### src/hdl/mlhd_pkg.sv
// ----------------------------------------------------------------------------
// mlhd_pkg: shared types, constants and lookup tables
// Bitrate and sample-rate tables plus the reciprocal constants used by the
// frame length divider of the Layer III header decoder.
// ----------------------------------------------------------------------------
`default_nettype none

package mlhd_pkg;

  // Version codes as they appear in the header.
  localparam logic [1:0] VER_CODE_V25  = 2'd0;
  localparam logic [1:0] VER_CODE_RSVD = 2'd1;
  localparam logic [1:0] VER_CODE_V2   = 2'd2;
  localparam logic [1:0] VER_CODE_V1   = 2'd3;

  // Version numbers as they are reported.
  localparam logic [1:0] VER_OUT_V1  = 2'd0;
  localparam logic [1:0] VER_OUT_V2  = 2'd1;
  localparam logic [1:0] VER_OUT_V25 = 2'd2;

  localparam logic [1:0] LAYER_III_CODE = 2'd1;
  localparam logic [1:0] MODE_MONO      = 2'd3;
  localparam logic [3:0] BRI_FREE       = 4'd0;
  localparam logic [3:0] BRI_BAD        = 4'd15;
  localparam logic [1:0] SRI_44K1       = 2'd0;
  localparam logic [1:0] SRI_48K        = 2'd1;
  localparam logic [1:0] SRI_32K        = 2'd2;
  localparam logic [1:0] SRI_RSVD       = 2'd3;

  localparam logic [10:0] SAMPLES_V1    = 11'd1152;
  localparam logic [10:0] SAMPLES_OTHER = 11'd576;

  // Frame length multipliers: bytes = kbps * mult / divisor.
  localparam logic [11:0] MULT_44K1     = 12'd1440;
  localparam logic [11:0] MULT_44K1_V25 = 12'd2880;
  localparam logic [11:0] MULT_48K      = 12'd3;
  localparam logic [11:0] MULT_48K_V25  = 12'd6;
  localparam logic [11:0] MULT_32K      = 12'd9;
  localparam logic [11:0] MULT_32K_V25  = 12'd18;

  // Division by 441 through a reciprocal: q = (n * RECIP_441) >> RECIP_SHIFT,
  // followed by a one-step remainder correction.
  localparam logic [8:0]  DIV_441     = 9'd441;
  localparam logic [19:0] RECIP_441   = 20'd608698;
  localparam int          RECIP_SHIFT = 28;

  typedef enum logic [1:0] {
    DIV_NONE,
    DIV_HALF,
    DIV_BY_441
  } div_mode_t;

  typedef struct packed {
    logic        ok;
    logic [1:0]  version;
    logic [8:0]  kbps;
    logic [15:0] rate;
    logic [1:0]  chans;
    logic [10:0] samples;
    logic        pad;
  } hdr_info_t;

  function automatic logic [8:0] kbps_lookup(input logic is_v1, input logic [3:0] idx);
    logic [8:0] val;
    if (is_v1) begin
      case (idx)
        4'd1:    val = 9'd32;
        4'd2:    val = 9'd40;
        4'd3:    val = 9'd48;
        4'd4:    val = 9'd56;
        4'd5:    val = 9'd64;
        4'd6:    val = 9'd80;
        4'd7:    val = 9'd96;
        4'd8:    val = 9'd112;
        4'd9:    val = 9'd128;
        4'd10:   val = 9'd160;
        4'd11:   val = 9'd192;
        4'd12:   val = 9'd224;
        4'd13:   val = 9'd256;
        4'd14:   val = 9'd320;
        default: val = 9'd0;
      endcase
    end else begin
      case (idx)
        4'd1:    val = 9'd8;
        4'd2:    val = 9'd16;
        4'd3:    val = 9'd24;
        4'd4:    val = 9'd32;
        4'd5:    val = 9'd40;
        4'd6:    val = 9'd48;
        4'd7:    val = 9'd56;
        4'd8:    val = 9'd64;
        4'd9:    val = 9'd80;
        4'd10:   val = 9'd96;
        4'd11:   val = 9'd112;
        4'd12:   val = 9'd128;
        4'd13:   val = 9'd144;
        4'd14:   val = 9'd160;
        default: val = 9'd0;
      endcase
    end
    return val;
  endfunction

  function automatic logic [15:0] base_rate(input logic [1:0] sri);
    logic [15:0] val;
    case (sri)
      SRI_44K1: val = 16'd44100;
      SRI_48K:  val = 16'd48000;
      SRI_32K:  val = 16'd32000;
      default:  val = 16'd0;
    endcase
    return val;
  endfunction

endpackage

`default_nettype wire

### src/hdl/mpeg_layer3_header_decode.sv
// ----------------------------------------------------------------------------
// mpeg_layer3_header_decode: MPEG audio Layer III frame header decoder
// Parses one 32-bit header word per transaction and reports version,
// bitrate, sample rate, channels, samples per frame and frame length.
// ----------------------------------------------------------------------------
// Usage:
//   The slave channel carries one header word per transaction, the first
//   stream byte in bits 31..24. The master channel returns one result per
//   header, in order. A header that fails the sync, layer, version, bitrate
//   or sample-rate checks returns header_ok = 0 with every other field zero.
//   The block is a five-register pipeline: decode and table lookup, the
//   bitrate multiply, the reciprocal multiply for the 44.1 kHz family, the
//   quotient and remainder step, and the output register. m_tvalid and
//   m_tdata come straight from the output register, and one header is
//   taken every cycle while m_tready keeps the pipeline moving.
//   Each stage moves forward when the stage after it is empty or moving, so
//   bubbles close up. When the receiver holds m_tready low the pipeline
//   fills and then s_tready drops; nothing is lost or repeated.
//   Synchronous reset empties all stages; s_tready is high right after it.
// ----------------------------------------------------------------------------
`default_nettype none

module mpeg_layer3_header_decode (
  input  wire logic        clk,
  input  wire logic        rst,
  input  wire logic        s_tvalid,
  output logic             s_tready,
  input  wire logic [31:0] s_tdata,   // [31:0] header_word
  output logic             m_tvalid,
  input  wire logic        m_tready,
  // [0] header_ok, [2:1] mpeg_version, [11:3] bitrate_kbps,
  // [27:12] sample_rate_hz, [29:28] channel_count, [40:30] frame_samples,
  // [51:41] frame_bytes, [55:52] zero
  output logic [55:0]      m_tdata
);
  import mlhd_pkg::*;

  // Stage valid bits and advance enables.
  logic v1, v2, v3, v4, v5;
  logic adv1, adv2, adv3, adv4, adv5;

  // Stage 1: decoded header.
  hdr_info_t   info1;
  logic [11:0] mult1;
  div_mode_t   dmode1;
  // Stage 2: numerator.
  hdr_info_t   info2;
  div_mode_t   dmode2;
  logic [18:0] num2;
  // Stage 3: reciprocal product.
  hdr_info_t   info3;
  div_mode_t   dmode3;
  logic [18:0] num3;
  logic [38:0] prod3;
  // Stage 4: quotient and correction.
  hdr_info_t   info4;
  logic [10:0] quot4;
  logic        corr4;
  // Stage 5: output register.
  hdr_info_t   info5;
  logic [10:0] bytes5;

  // Stage 1 decode.
  logic [1:0]  ver_code, layer_code, sri, mode;
  logic [3:0]  bri;
  logic        sync_ok;
  logic        is_v25;
  logic [15:0] brate;
  hdr_info_t   info1_next;
  logic [11:0] mult1_next;
  div_mode_t   dmode1_next;

  // Later stage logic.
  logic [20:0] num_full;
  logic [38:0] prod_next;
  logic [10:0] quot_div;
  logic [18:0] quot_back;
  logic [18:0] rem_full;
  logic [10:0] quot4_next;
  logic        corr4_next;
  logic [10:0] bytes5_next;

  assign adv5 = ~v5 | m_tready;
  assign adv4 = ~v4 | adv5;
  assign adv3 = ~v3 | adv4;
  assign adv2 = ~v2 | adv3;
  assign adv1 = ~v1 | adv2;
  assign s_tready = adv1;

  always_comb begin
    ver_code   = s_tdata[20:19];
    layer_code = s_tdata[18:17];
    bri        = s_tdata[15:12];
    sri        = s_tdata[11:10];
    mode       = s_tdata[7:6];
    sync_ok    = (s_tdata[31:21] == '1);
    is_v25     = (ver_code == VER_CODE_V25);
    brate      = base_rate(sri);

    info1_next.ok = sync_ok && (ver_code != VER_CODE_RSVD) &&
                    (layer_code == LAYER_III_CODE) && (bri != BRI_FREE) &&
                    (bri != BRI_BAD) && (sri != SRI_RSVD);
    info1_next.kbps  = kbps_lookup(ver_code == VER_CODE_V1, bri);
    info1_next.chans = (mode == MODE_MONO) ? 2'd1 : 2'd2;
    info1_next.pad   = s_tdata[9];

    case (ver_code)
      VER_CODE_V1: begin
        info1_next.version = VER_OUT_V1;
        info1_next.rate    = brate;
        info1_next.samples = SAMPLES_V1;
      end
      VER_CODE_V2: begin
        info1_next.version = VER_OUT_V2;
        info1_next.rate    = brate >> 1;
        info1_next.samples = SAMPLES_OTHER;
      end
      default: begin
        info1_next.version = VER_OUT_V25;
        info1_next.rate    = brate >> 2;
        info1_next.samples = SAMPLES_OTHER;
      end
    endcase

    // The version scaling of rate and samples cancels except for MPEG-2.5,
    // whose quarter rate over half samples doubles the multiplier.
    case (sri)
      SRI_48K: begin
        mult1_next  = is_v25 ? MULT_48K_V25 : MULT_48K;
        dmode1_next = DIV_NONE;
      end
      SRI_32K: begin
        mult1_next  = is_v25 ? MULT_32K_V25 : MULT_32K;
        dmode1_next = DIV_HALF;
      end
      default: begin
        mult1_next  = is_v25 ? MULT_44K1_V25 : MULT_44K1;
        dmode1_next = DIV_BY_441;
      end
    endcase
  end

  always_comb begin
    num_full  = 21'(info1.kbps) * 21'(mult1);
    prod_next = 39'(num2) * 39'(RECIP_441);

    quot_div  = prod3[38:RECIP_SHIFT];
    quot_back = 19'(quot_div) * 19'(DIV_441);
    rem_full  = num3 - quot_back;

    case (dmode3)
      DIV_NONE: begin
        quot4_next = num3[10:0];
        corr4_next = 1'b0;
      end
      DIV_HALF: begin
        quot4_next = num3[11:1];
        corr4_next = 1'b0;
      end
      default: begin
        quot4_next = quot_div;
        corr4_next = (rem_full >= 19'(DIV_441));
      end
    endcase

    bytes5_next = quot4 + 11'(corr4) + 11'(info4.pad);
  end

  always_ff @(posedge clk) begin
    if (rst) begin
      v1 <= 1'b0;
      v2 <= 1'b0;
      v3 <= 1'b0;
      v4 <= 1'b0;
      v5 <= 1'b0;
    end else begin
      if (adv1) begin
        v1 <= s_tvalid;
      end
      if (adv2) begin
        v2 <= v1;
      end
      if (adv3) begin
        v3 <= v2;
      end
      if (adv4) begin
        v4 <= v3;
      end
      if (adv5) begin
        v5 <= v4;
      end
    end
  end

  always_ff @(posedge clk) begin
    if (adv1) begin
      info1  <= info1_next;
      mult1  <= mult1_next;
      dmode1 <= dmode1_next;
    end
    if (adv2) begin
      info2  <= info1;
      dmode2 <= dmode1;
      num2   <= num_full[18:0];
    end
    if (adv3) begin
      info3  <= info2;
      dmode3 <= dmode2;
      num3   <= num2;
      prod3  <= prod_next;
    end
    if (adv4) begin
      info4 <= info3;
      quot4 <= quot4_next;
      corr4 <= corr4_next;
    end
    if (adv5) begin
      // A refused header reports all fields as zero.
      if (info4.ok) begin
        info5  <= info4;
        bytes5 <= bytes5_next;
      end else begin
        info5  <= '0;
        bytes5 <= '0;
      end
    end
  end

  assign m_tvalid = v5;
  assign m_tdata  = {4'b0000, bytes5, info5.samples, info5.chans, info5.rate,
                     info5.kbps, info5.version, info5.ok};

  // A refused header carries no other information.
  assert property (@(posedge clk) disable iff (rst)
    (m_tvalid && !info5.ok) |-> (m_tdata == 56'd0))
    else $error("refused header with nonzero fields");

  // Frame length stays within range and never below the bitrate figure.
  assert property (@(posedge clk) disable iff (rst)
    (m_tvalid && info5.ok) |-> ((bytes5 <= 11'd1441) && (bytes5 >= 11'(info5.kbps))))
    else $error("frame length out of range");

  // The reciprocal quotient is at most one short of the true quotient.
  assert property (@(posedge clk) disable iff (rst)
    (v3 && (dmode3 == DIV_BY_441)) |-> (rem_full < 19'd882))
    else $error("reciprocal division off by more than one");

  // Samples per frame follow the reported version.
  assert property (@(posedge clk) disable iff (rst)
    (m_tvalid && info5.ok) |->
      ((info5.samples == SAMPLES_V1) == (info5.version == VER_OUT_V1)))
    else $error("samples per frame disagree with version");

endmodule

`default_nettype wire

### config.mk
export PLATFORM = sky130hd
export DESIGN_NAME = mpeg_layer3_header_decode
export DESIGN_NICKNAME = d
export VERILOG_FILES = /design/src/hdl/mlhd_pkg.sv /design/src/hdl/mpeg_layer3_header_decode.sv
export SDC_FILE = /design/constraint.sdc
export NUM_CORES = 1
export LEC_CHECK = 0
export ABC_AREA = 1
export BUFFER_PORTS_ARGS = -buffer_cell sky130_fd_sc_hd__buf_4
export CAP_MARGIN = 20
export CORE_AREA = 10 10 174 209
export CTS_BUF_LIST = sky130_fd_sc_hd__clkbuf_2
export DETAILED_ROUTE_END_ITERATION = 16
export DIE_AREA = 0 0 184 219
export GPL_ROUTABILITY_DRIVEN = 0
export PLACE_DENSITY = 0.87
export RECOVER_POWER = 100
export SLEW_MARGIN = 15
export SYNTH_ARGS = -nofsm -noshare
export SYNTH_HDL_FRONTEND = slang
export SYNTH_SLANG_ARGS = --single-unit
### constraint.sdc
create_clock -name clk -period 22 [get_ports clk]
set_clock_uncertainty 0.15 [all_clocks]
set_input_delay 4.4 -clock clk [delete_from_list [all_inputs] [get_ports clk]]
set_output_delay 4.4 -clock clk [all_outputs]
set_load 0.01 [all_outputs]
=== Yosys cells after proc, flatten, opt, wreduce, memory -nomap -nowiden ===
Memories as Yosys holds them, arrays and structs flattened.
Index checks and enable logic that the tools add are counted.

* Register bits after elaboration: 331
* Latch bits: 0
* Memory bits (writable): 0
* Memory bits (read-only): 176
* Input port bits: 36
* Output and inout bits: 58
* Word-level logic and storage cells: 102
* Memories: 2

{| class="wikitable"
|+ Memories
! name !! depth !! width !! read ports !! clocked after Yosys merged registers in !! write ports !! line !! source
|-
| (no name shown) || 16 || 6 || 1 || 0 || 0 || mlhd_pkg.sv:66 || <nowiki>case (idx)</nowiki>
|-
| (no name shown) || 16 || 5 || 1 || 0 || 0 || mlhd_pkg.sv:84 || <nowiki>case (idx)</nowiki>
|}

* Add/subtract/negate cells: 3
* Multiply operators: 3
* Div/mod/pow operators: 0
* Magnitude comparators: 1
* Equality and inequality tests: 11
* Shift-type cells: 0
* Multiplexer cells: 13
* Bitwise operators: 10
* Reductions and logical operators: 10

{| class="wikitable"
|+ Operators by type and width
! cell !! count
|-
| $pmux 16 s3 || 1
|-
| $mux 42 || 1
|-
| $mul 19x19->38 const B || 1
|-
| $pmux 16 s2 || 1
|-
| $pmux 12 s2 || 1
|-
| $add 11x1->11 || 2
|-
| $pmux 11 s2 || 1
|-
| $ge 19x9->1 const B || 1
|-
| $mul 11x9->19 const B || 1
|-
| $mul 9x12->19 || 1
|-
| $sub 19x19->19 || 1
|-
| $mux 12 || 1
|-
| $eq 11x11->1 const B || 1
|-
| $mux 11 || 1
|-
| $mux 9 || 1
|-
| $eq 2x2->1 const B || 4
|-
| $pmux 2 s2 || 2
|-
| $eq 2x1->1 const B || 3
|-
| $logic_not 2->1 || 3
|-
| $logic_and 1x1->1 || 5
|-
| $mux 5 || 1
|-
| $not 1->1 || 5
|-
| $or 1x1->1 || 5
|-
| $ne 4x4->1 const B || 1
|-
| 6 further kinds || 6
|}

=== Longest topological paths before layout ===
Gate-level depths: netlist (run 1).

* Depth after elaboration: 6
* Gate-level depth with buffers: 24

=== Least setup slack after synthesis (run 1) ===
OpenSTA, ideal clock, no wires.

* Kind: input -> output
* Start point: input port m_tready
* End point: output port s_tready
* Data arrival time: 8.536 ns
* Data required time: 17.450 ns
* Setup slack: 8.914 ns
* Cell stages on the path: 8
* Buffers on the path: 0
* Cell sequence: nor2_1 -> inv_1 -> nor2_1 -> inv_1 -> nor2_1 -> inv_1 -> nor2_1 -> nand2_1

* Longest elaborated chain between the ends: 5

{| class="wikitable"
|+ RTL lines
! item !! line !! source
|-
| from (decl) || mpeg_layer3_header_decode.sv:30 || <nowiki>input wire logic m_tready,</nowiki>
|-
| $or 1x1->1 || mpeg_layer3_header_decode.sv:83 || <nowiki>assign adv5 = ~v5 | m_tready;</nowiki>
|-
| net adv5 || mpeg_layer3_header_decode.sv:40 || <nowiki>logic adv1, adv2, adv3, adv4, adv5;</nowiki>
|-
| $or 1x1->1 || mpeg_layer3_header_decode.sv:84 || <nowiki>assign adv4 = ~v4 | adv5;</nowiki>
|-
| net adv4 || mpeg_layer3_header_decode.sv:40 ||
|-
| $or 1x1->1 || mpeg_layer3_header_decode.sv:85 || <nowiki>assign adv3 = ~v3 | adv4;</nowiki>
|-
| net adv3 || mpeg_layer3_header_decode.sv:40 ||
|-
| $or 1x1->1 || mpeg_layer3_header_decode.sv:86 || <nowiki>assign adv2 = ~v2 | adv3;</nowiki>
|-
| $or 1x1->1 || mpeg_layer3_header_decode.sv:87 || <nowiki>assign adv1 = ~v1 | adv2;</nowiki>
|-
| to (decl) || mpeg_layer3_header_decode.sv:27 || <nowiki>output logic s_tready,</nowiki>
|}

The timed path passes the listed nets, and every way through them passes these cells.

=== Worst setup path after layout (run 1) ===
Ends and elaborated chain as after synthesis.

==> impl_results.md, run 1 <==
* Hold buffers post-CTS at 0
* Status: finished, violations left
* Relative slew margins at -115%
* Post-synth top area cell: edfxtp_1
* Critical path class: input pin to primary output
* Synth Register Bits at 223
* ANT nets after route at 0
* Die Width at 184 um
* Setup WS post-layout at 10630 ps
* Fmax at 88.0 MHz
* Pre-CTS setup slack at 11610 ps
* Clock sinks at 223
* Post-synth EDFFs at 218
* Final period util at 51.7%
* Starting Density at 59.4%
* Initial antenna violation count at 1
* Rows at 72
* Commonest non-fill, non-tap cell in the layout: inv_1
* DR DRC count at 0
* Ranking of synthesized cells by area: edfxtp_1 34%, fa_1 19%, ha_1 18%
* Synthesized area at 19100 sq um
* Post-detailed-placement half-perimeter wirelength at 33.5 mm
* Cts bufs inserted at 47
* Failing checks: max-capacitance violations, max-slew violations
* Post-DR vias/cell at 5.42
* Post-synth top area share at 34.4%
* Post-Syn Area per Cell at 9.88 sq um
* Final Hold Fails at 0
* H-tree levels at 2
* CTS tree: yes
* Crit-path max FO at 40
* Yosys Warn Count at 0
* Critical path endpoint category: primary output
* Core area at 32100 sq um
* Yosys cell types at 41
* Hold slack at 163 ps
* Clock-pin slew on the worst setup and hold paths at 110 ps
* RSZ-0062 raised after global routing: false
* Total global-route track usage at 20.7%
* Critical Path AT at 6820 ps
* Tmin final at 11370 ps
* Area grow syn2layout at 6.08%
* Pin count of the biggest net entering global routing at 59
* R2r endpoint: prod3[29]
* First-pass GRT wire length at 67.6 mm
* Mapped Cells at 1928
* Worst-Margin Slew at 3230 ps
* Max-Cap Viols at 5
* Worst skew pair latency at 870 ps
* Worst min-delay path startpoint: dmode1[0]
* Area of the die at 40300 sq um
* Avg WL per Cell at 16.5 um
* Fin Setup TNS at 0 ps
* Longest Clk Path Bufs at 3
* Leading cell types in the layout, fill and taps excluded: 552 x inv_1, 294 x nand2_1, 270 x ha_1, 218 x edfxtp_1, 179 x fa_1
* Gr ovfl total at 0
* Root buf cell: clkbuf_2
* R2R depth at 18
* Min-Delay Path Class: flop to flop
* Layout cells sized above 1 at 4.93%
* Fin nets at 2521
* Sequential area share after synthesis at 34.9%
* Origin of the critical flop-to-flop path: num2[12]
* Worst Hold Path Cells at 0
* Slew Limit Fails at 218
* Die Y at 219 um
* Synth Flop Type: edfxtp_1
* Vias in the first global route at 14500
* Port Buffers at 70
* Post-CTS Resized at 0
* R2R Setup Slk at 16330 ps
* Post-CTS Setup Inserts at 0
* DRT iter0 DRCs at 925
* Routed wire length at 41.0 mm
* Critical Path Start Type: input pin
* 1st-pass router iterations at 5
* Routed vias at 13400
* Critical Path RT at 17450 ps
* Ys async rst share at 0%
* Setup Viol. Count Final at 0
* # IOs at 94
* Hold endpoint: dmode2[0]
[sequential cells by signal, summed over array words and instances (netlist names), 16 cells and up]
signal / flops
m_tdata: 27
info4: 28
num3: 16
num2: 16
info1: 28
info2: 28
info3: 28
[area by class of cell]
class / instances / area (sq um)
clock inverters: 20 / 93.8
clock buffers: 62 / 310
flip-flops and latches: 223 / 6650
fillers: 2332 / 11900
inverters: 555 / 2080
diodes: 1 / 2.50
multi-input cells: 1133 / 10200
repair buffers: 76 / 375
well taps: 407 / 509
[stage by stage]
stage                     util, %  area [sq um]  std cells
after floorplan                 -         19100       1942
after global placement       62.4         20000       2394
after detailed placement     62.4         20000       2394
after CTS                    63.6         20400       2476
after global routing         63.0         20200       2477
final                        63.0         20200       2477
[layer usage]
| metal | routed length [um] | global-route usage [%] |
|---|---|---|
| met3 | 2370 | 3.02 |
| met2 | 21700 | 38.3 |
| met1 | 14600 | 22.0 |
| met5 | 0 | 0 |
| met4 | 2290 | 12.3 |
[synth_stat cells (3+ instances only)]
cell,instances
nor3_1,13
nand3b_1,7
o21a_1,4
xnor2_1,14
a22oi_1,3
o22ai_1,4
o221ai_1,7
o21bai_1,7
buf_4,18
nand2_1,294
edfxtp_1,218
a21o_1,6
o211ai_1,5
nand4_1,13
a21oi_1,69
fa_1,179
o21ai_0,42
nor4_1,4
a31oi_1,7
dfxtp_1,5
nor2_1,91
clkbuf_1,12
xor2_1,18
nand3_1,40
nand2_2,4
ha_1,270
inv_1,554
[critical path: stages]
cell and delay (ps):
clkbuf_4 100, nor2_1 30, inv_1 40, clkbuf_1 1520, nor2_1 60, inv_1 150
nor2_1 50, clkinv_1 50, nor2_1 60, nand2_1 130, clkbuf_1 190
[kinds of logic after synthesis]
family / after synthesis / synth area share (%)
compound gates: 164 / 4.99
xor+xnor: 32 / 1.47
fa+ha+maj: 449 / 36.5
buf+inv: 586 / 11.9
flops: 223 / 34.9
other cells: 1 / 0.0197
simple gates: 473 / 10.2
[worst max-delay path by stage]
stage / from / end / slack, ps / depth (start not counted)
3_5_place_dp: m_tready / s_tready / 11610 / 11
3_3_place_gp: m_tready / s_tready / 11600 / 11
5_1_grt: m_tready / s_tready / 10270 / 11
2_1_floorplan: m_tready / s_tready / 8910 / 8
4_1_cts: m_tready / s_tready / 11600 / 11
6_report: m_tready / s_tready / 10630 / 11
Power of run 1 is not shown: default switching activity piles up to over one toggle a cycle in this logic, so the estimate is an artifact.
==> inputs of run 2 (changes only) <==
- clock period: 22 -> 11.2 ns (I/O delays scaled with it)
==> impl_results.md, run 2 (same netlist as run 1, synthesis figures left out) <==
* Status: finished, violations left
* Failing checks: max-capacitance violations, max-slew violations
* Critical Path Start Type: input pin
* Final period util at 62.6%
* RSZ-0062 raised after global routing: false
* Hold slack at 190 ps
* Port Buffers at 70
* Min-Delay Path Class: flop to flop
* Layout cells sized above 1 at 5.20%
* Critical Path AT at 4620 ps
* Final Hold Fails at 0
* DR DRC count at 0
* Root buf cell: clkbuf_2
* Vias in the first global route at 14200
* Post-DR vias/cell at 5.35
* Inst Count DP at 2394
* Post-detailed-placement half-perimeter wirelength at 33.6 mm
* Setup Viol. Count Final at 0
* 1st-pass router iterations at 5
* Gr ovfl total at 0
* Avg WL per Cell at 16.6 um
* Initial antenna violation count at 1
* Critical path endpoint category: primary output
* Crit-path max FO at 40
* Slew Limit Fails at 217
* Commonest non-fill, non-tap cell in the layout: inv_1
* Post-CTS Resized at 0
* Post-CTS Setup Inserts at 0
* Tmin final at 7010 ps
* Critical path class: input pin to primary output
* Clock-pin slew on the worst setup and hold paths at 110 ps
* Total global-route track usage at 20.8%
* Area grow syn2layout at 6.45%
* Routing usage on met3 at 3.19%
* CTS tree: yes
* Starting Density at 59.4%
* Worst-Margin Slew at 3200 ps
* Fmax at 143 MHz
* Hold buffers post-CTS at 0
* Routed vias at 13300
* # IOs at 94
* ANT nets after route at 0
* Die Width at 184 um
* Fin Setup TNS at 0 ps
* Longest Clk Path Bufs at 3
* Most Used Layer, Global Route: met2
* Rows at 72
* Die Y at 219 um
* Worst skew pair latency at 850 ps
* Non-filler instance count after layout at 2485
* Max-Cap Viols at 5
* Clock sinks at 223
* Routed wire length at 41.1 mm
* Leading cell types in the layout, fill and taps excluded: 552 x inv_1, 294 x nand2_1, 270 x ha_1, 218 x edfxtp_1, 179 x fa_1
* Area of the die at 40300 sq um
* Fin nets at 2522
* Cts bufs inserted at 48
* Pin count of the biggest net entering global routing at 59
* Critical Path RT at 8810 ps
* DRT iter0 DRCs at 856
* First-pass GRT wire length at 67.5 mm
* Relative slew margins at -113%
* Met1 Use GR at 22.4%
* Core area at 32100 sq um
* H-tree levels at 2
* Routing usage on met2 at 38.4%
run 2: changes by cell type in the layout (fill, tap and decap cells not counted):
cell,delta
clkbuf_2,+5
clkinv_1,+2
clkinv_2,-2
clkinv_4,+2
bufinv_16,+1
run 2: per-layer routing:
layer	wire, um	up-vias
met2	22000	508
met4	2060	0
met3	2330	163
met1	14800	6351
met5	0	-
li1	-	6265
run 2: worst paths after layout:
kind,startpoint,depth (start not counted),slack [ps],end
max,m_tready,11,4190,s_tready
max reg2reg,num2[12],17,5530,prod3[30]
min reg2reg,info1[0],0,190,info2[0]
min,info1[0],0,190,info2[0]
run 2: cell type report:
class | count | area [sq um]
well taps | 407 | 509
multi-input cells | 1133 | 10200
diodes | 1 | 2.50
clock inverters | 23 | 139
fillers | 2306 | 11800
inverters | 555 | 2080
repair buffers | 76 | 375
clock buffers | 67 | 335
flip-flops and latches | 223 | 6650
run 2: per-stage QoR:
| step | worst slack [ps] | utilization, % | cell area [sq um] |
|---|---|---|---|
| 2_1_floorplan | 2430 | - | 19100 |
| 3_3_place_gp | 5140 | 62.4 | 20000 |
| 6_report | 4190 | 63.3 | 20300 |
| 3_5_place_dp | 5160 | 62.4 | 20000 |
| 5_1_grt | 3840 | 63.3 | 20300 |
| 4_1_cts | 5150 | 63.9 | 20500 |
run 2: worst max-delay path, stage by stage:
cell and delay [ps]:
clkbuf_4 100, nor2_1 30, inv_1 40, clkbuf_1 1500, nor2_1 60, inv_1 130
nor2_1 60, clkinv_1 50, nor2_1 60, nand2_1 130, clkbuf_1 190
Power of run 2 is left out for the same reason.
==> inputs of run 3 (changes only) <==
- clock period: 11.2 -> 6.7 ns (I/O delays scaled with it)
==> impl_results.md, run 3 (same netlist as run 1, synthesis figures left out) <==
* Port Buffers at 70
* Worst path slowest cell: edfxtp_1
* Rows at 72
* RSZ-0062 raised after global routing: false
* Hold buffers post-CTS at 0
* Starting Density at 59.4%
* Clock sinks at 223
* CP dominant cell by count: fa_1
* Min-Delay Path Class: flop to flop
* First-pass GRT wire length at 67.3 mm
* Slew Limit Fails at 211
* DRT iter0 DRCs at 1032
* Critical path class: flop to flop
* Critical Path RT at 7140 ps
* Fin Setup TNS at 0 ps
* Worst-Margin Slew at 3220 ps
* Post-DR vias/cell at 5.46
* # IOs at 94
* Vias in the first global route at 14300
* Max-Cap Viols at 5
* Initial antenna violation count at 1
* Routed vias at 13600
* Critical path endpoint category: flop
* Avg WL per Cell at 16.9 um
* H-tree levels at 2
* ANT nets after route at 0
* Layout cells sized above 1 at 5.30%
* Final Hold Fails at 0
* Non-filler instance count after layout at 2483
* Crit-path max FO at 9
* Placed instance area at 20000 sq um
* Relative slew margins at -114%
* Clock-pin slew on the worst setup and hold paths at 150 ps
* CTS tree: yes
* DR DRC count at 0
* 1st-pass router iterations at 7
* Total global-route track usage at 20.6%
* Worst-path cell chain: ha_1 > inv_1 > fa_1 > inv_1 > fa_1 > inv_1 > fa_1 > inv_1 > fa_1 > fa_1 > ha_1 > nand2_1 > nor2_1 > nand4_1 > o21ai_0 > a21oi_1 > xor2_1
* Tmin final at 5760 ps
* Post-detailed-placement half-perimeter wirelength at 33.0 mm
* Final period util at 86.0%
* Worst skew pair latency at 850 ps
* Pin count of the biggest net entering global routing at 59
* Inst Count DP at 2394
* Longest Clk Path Bufs at 3
* Fin area at 20300 sq um
* Root buf cell: clkbuf_2
* Post-CTS Setup Inserts at 0
* Die Y at 219 um
* Fmax at 174 MHz
* Core Util, Final at 63.3%
* Leading cell types in the layout, fill and taps excluded: 552 x inv_1, 294 x nand2_1, 270 x ha_1, 218 x edfxtp_1, 179 x fa_1
* Fin nets at 2523
* Critical Path AT at 6200 ps
* Commonest non-fill, non-tap cell in the layout: inv_1
* Cts bufs inserted at 49
* Area of the die at 40300 sq um
* Die Width at 184 um
* Post-CTS Resized at 0
* Gr ovfl total at 0
* Setup Viol. Count Final at 0
* Area grow syn2layout at 6.56%
* Critical Path Start Type: flop
* Critical Path Max Stage Delay at 660 ps
* Status: finished, violations left
* Core area at 32100 sq um
* Failing checks: max-capacitance violations, max-slew violations
* Routed wire length at 42.1 mm
## run 3: through the flow
step | setup slack [ps] | hold WS, ps
after global routing | 596 | 184
after floorplan | 209 | 250
after global placement | 1170 | 250
final | 937 | 197
after detailed placement | 1060 | 255
after CTS | 1060 | 163
## run 3: worst max-delay path, delay by kind of cell, from the launching register on
kind	cells	cell delay, ps
and+or+nand+nor	3	420
adders and majority gates	7	3370
buffers and inverters	4	270
DFF	1	660
xor gates and xnor gates	1	170
AOI/OAI and AO/OA	2	530
## run 3: path summary, 6_finish.rpt
| path | startpoint | endpoint | slack (ps) | cells after the start |
|---|---|---|---|---|
| worst max-delay path | num2[15] | prod3[30] | 940 | 17 |
| worst min register to register | info1[27] | info2[27] | 200 | 0 |
| worst max register to register | num2[15] | prod3[30] | 940 | 17 |
| worst min-delay path | info1[27] | info2[27] | 200 | 0 |
## run 3: layout make-up
cell class | count | area [sq um]
diodes | 1 | 2.50
clock buffers | 63 | 315
clock inverters | 25 | 176
fillers | 2309 | 11800
inverters | 555 | 2090
multi-input cells | 1133 | 10200
flip-flops and latches | 223 | 6650
well taps | 407 | 509
repair buffers | 76 | 375
## run 3: layer usage
layer | up-vias | share of wire (%) | wire [um] | track usage, %
met5 | - | 0 | 0 | 0
met4 | 0 | 5.0 | 2100 | 11.0
met3 | 176 | 6.6 | 2770 | 3.29
met2 | 596 | 52 | 21900 | 37.5
met1 | 6511 | 36 | 15300 | 22.4
li1 | 6272 | - | - | -
Power of run 3 is left out for the same reason.
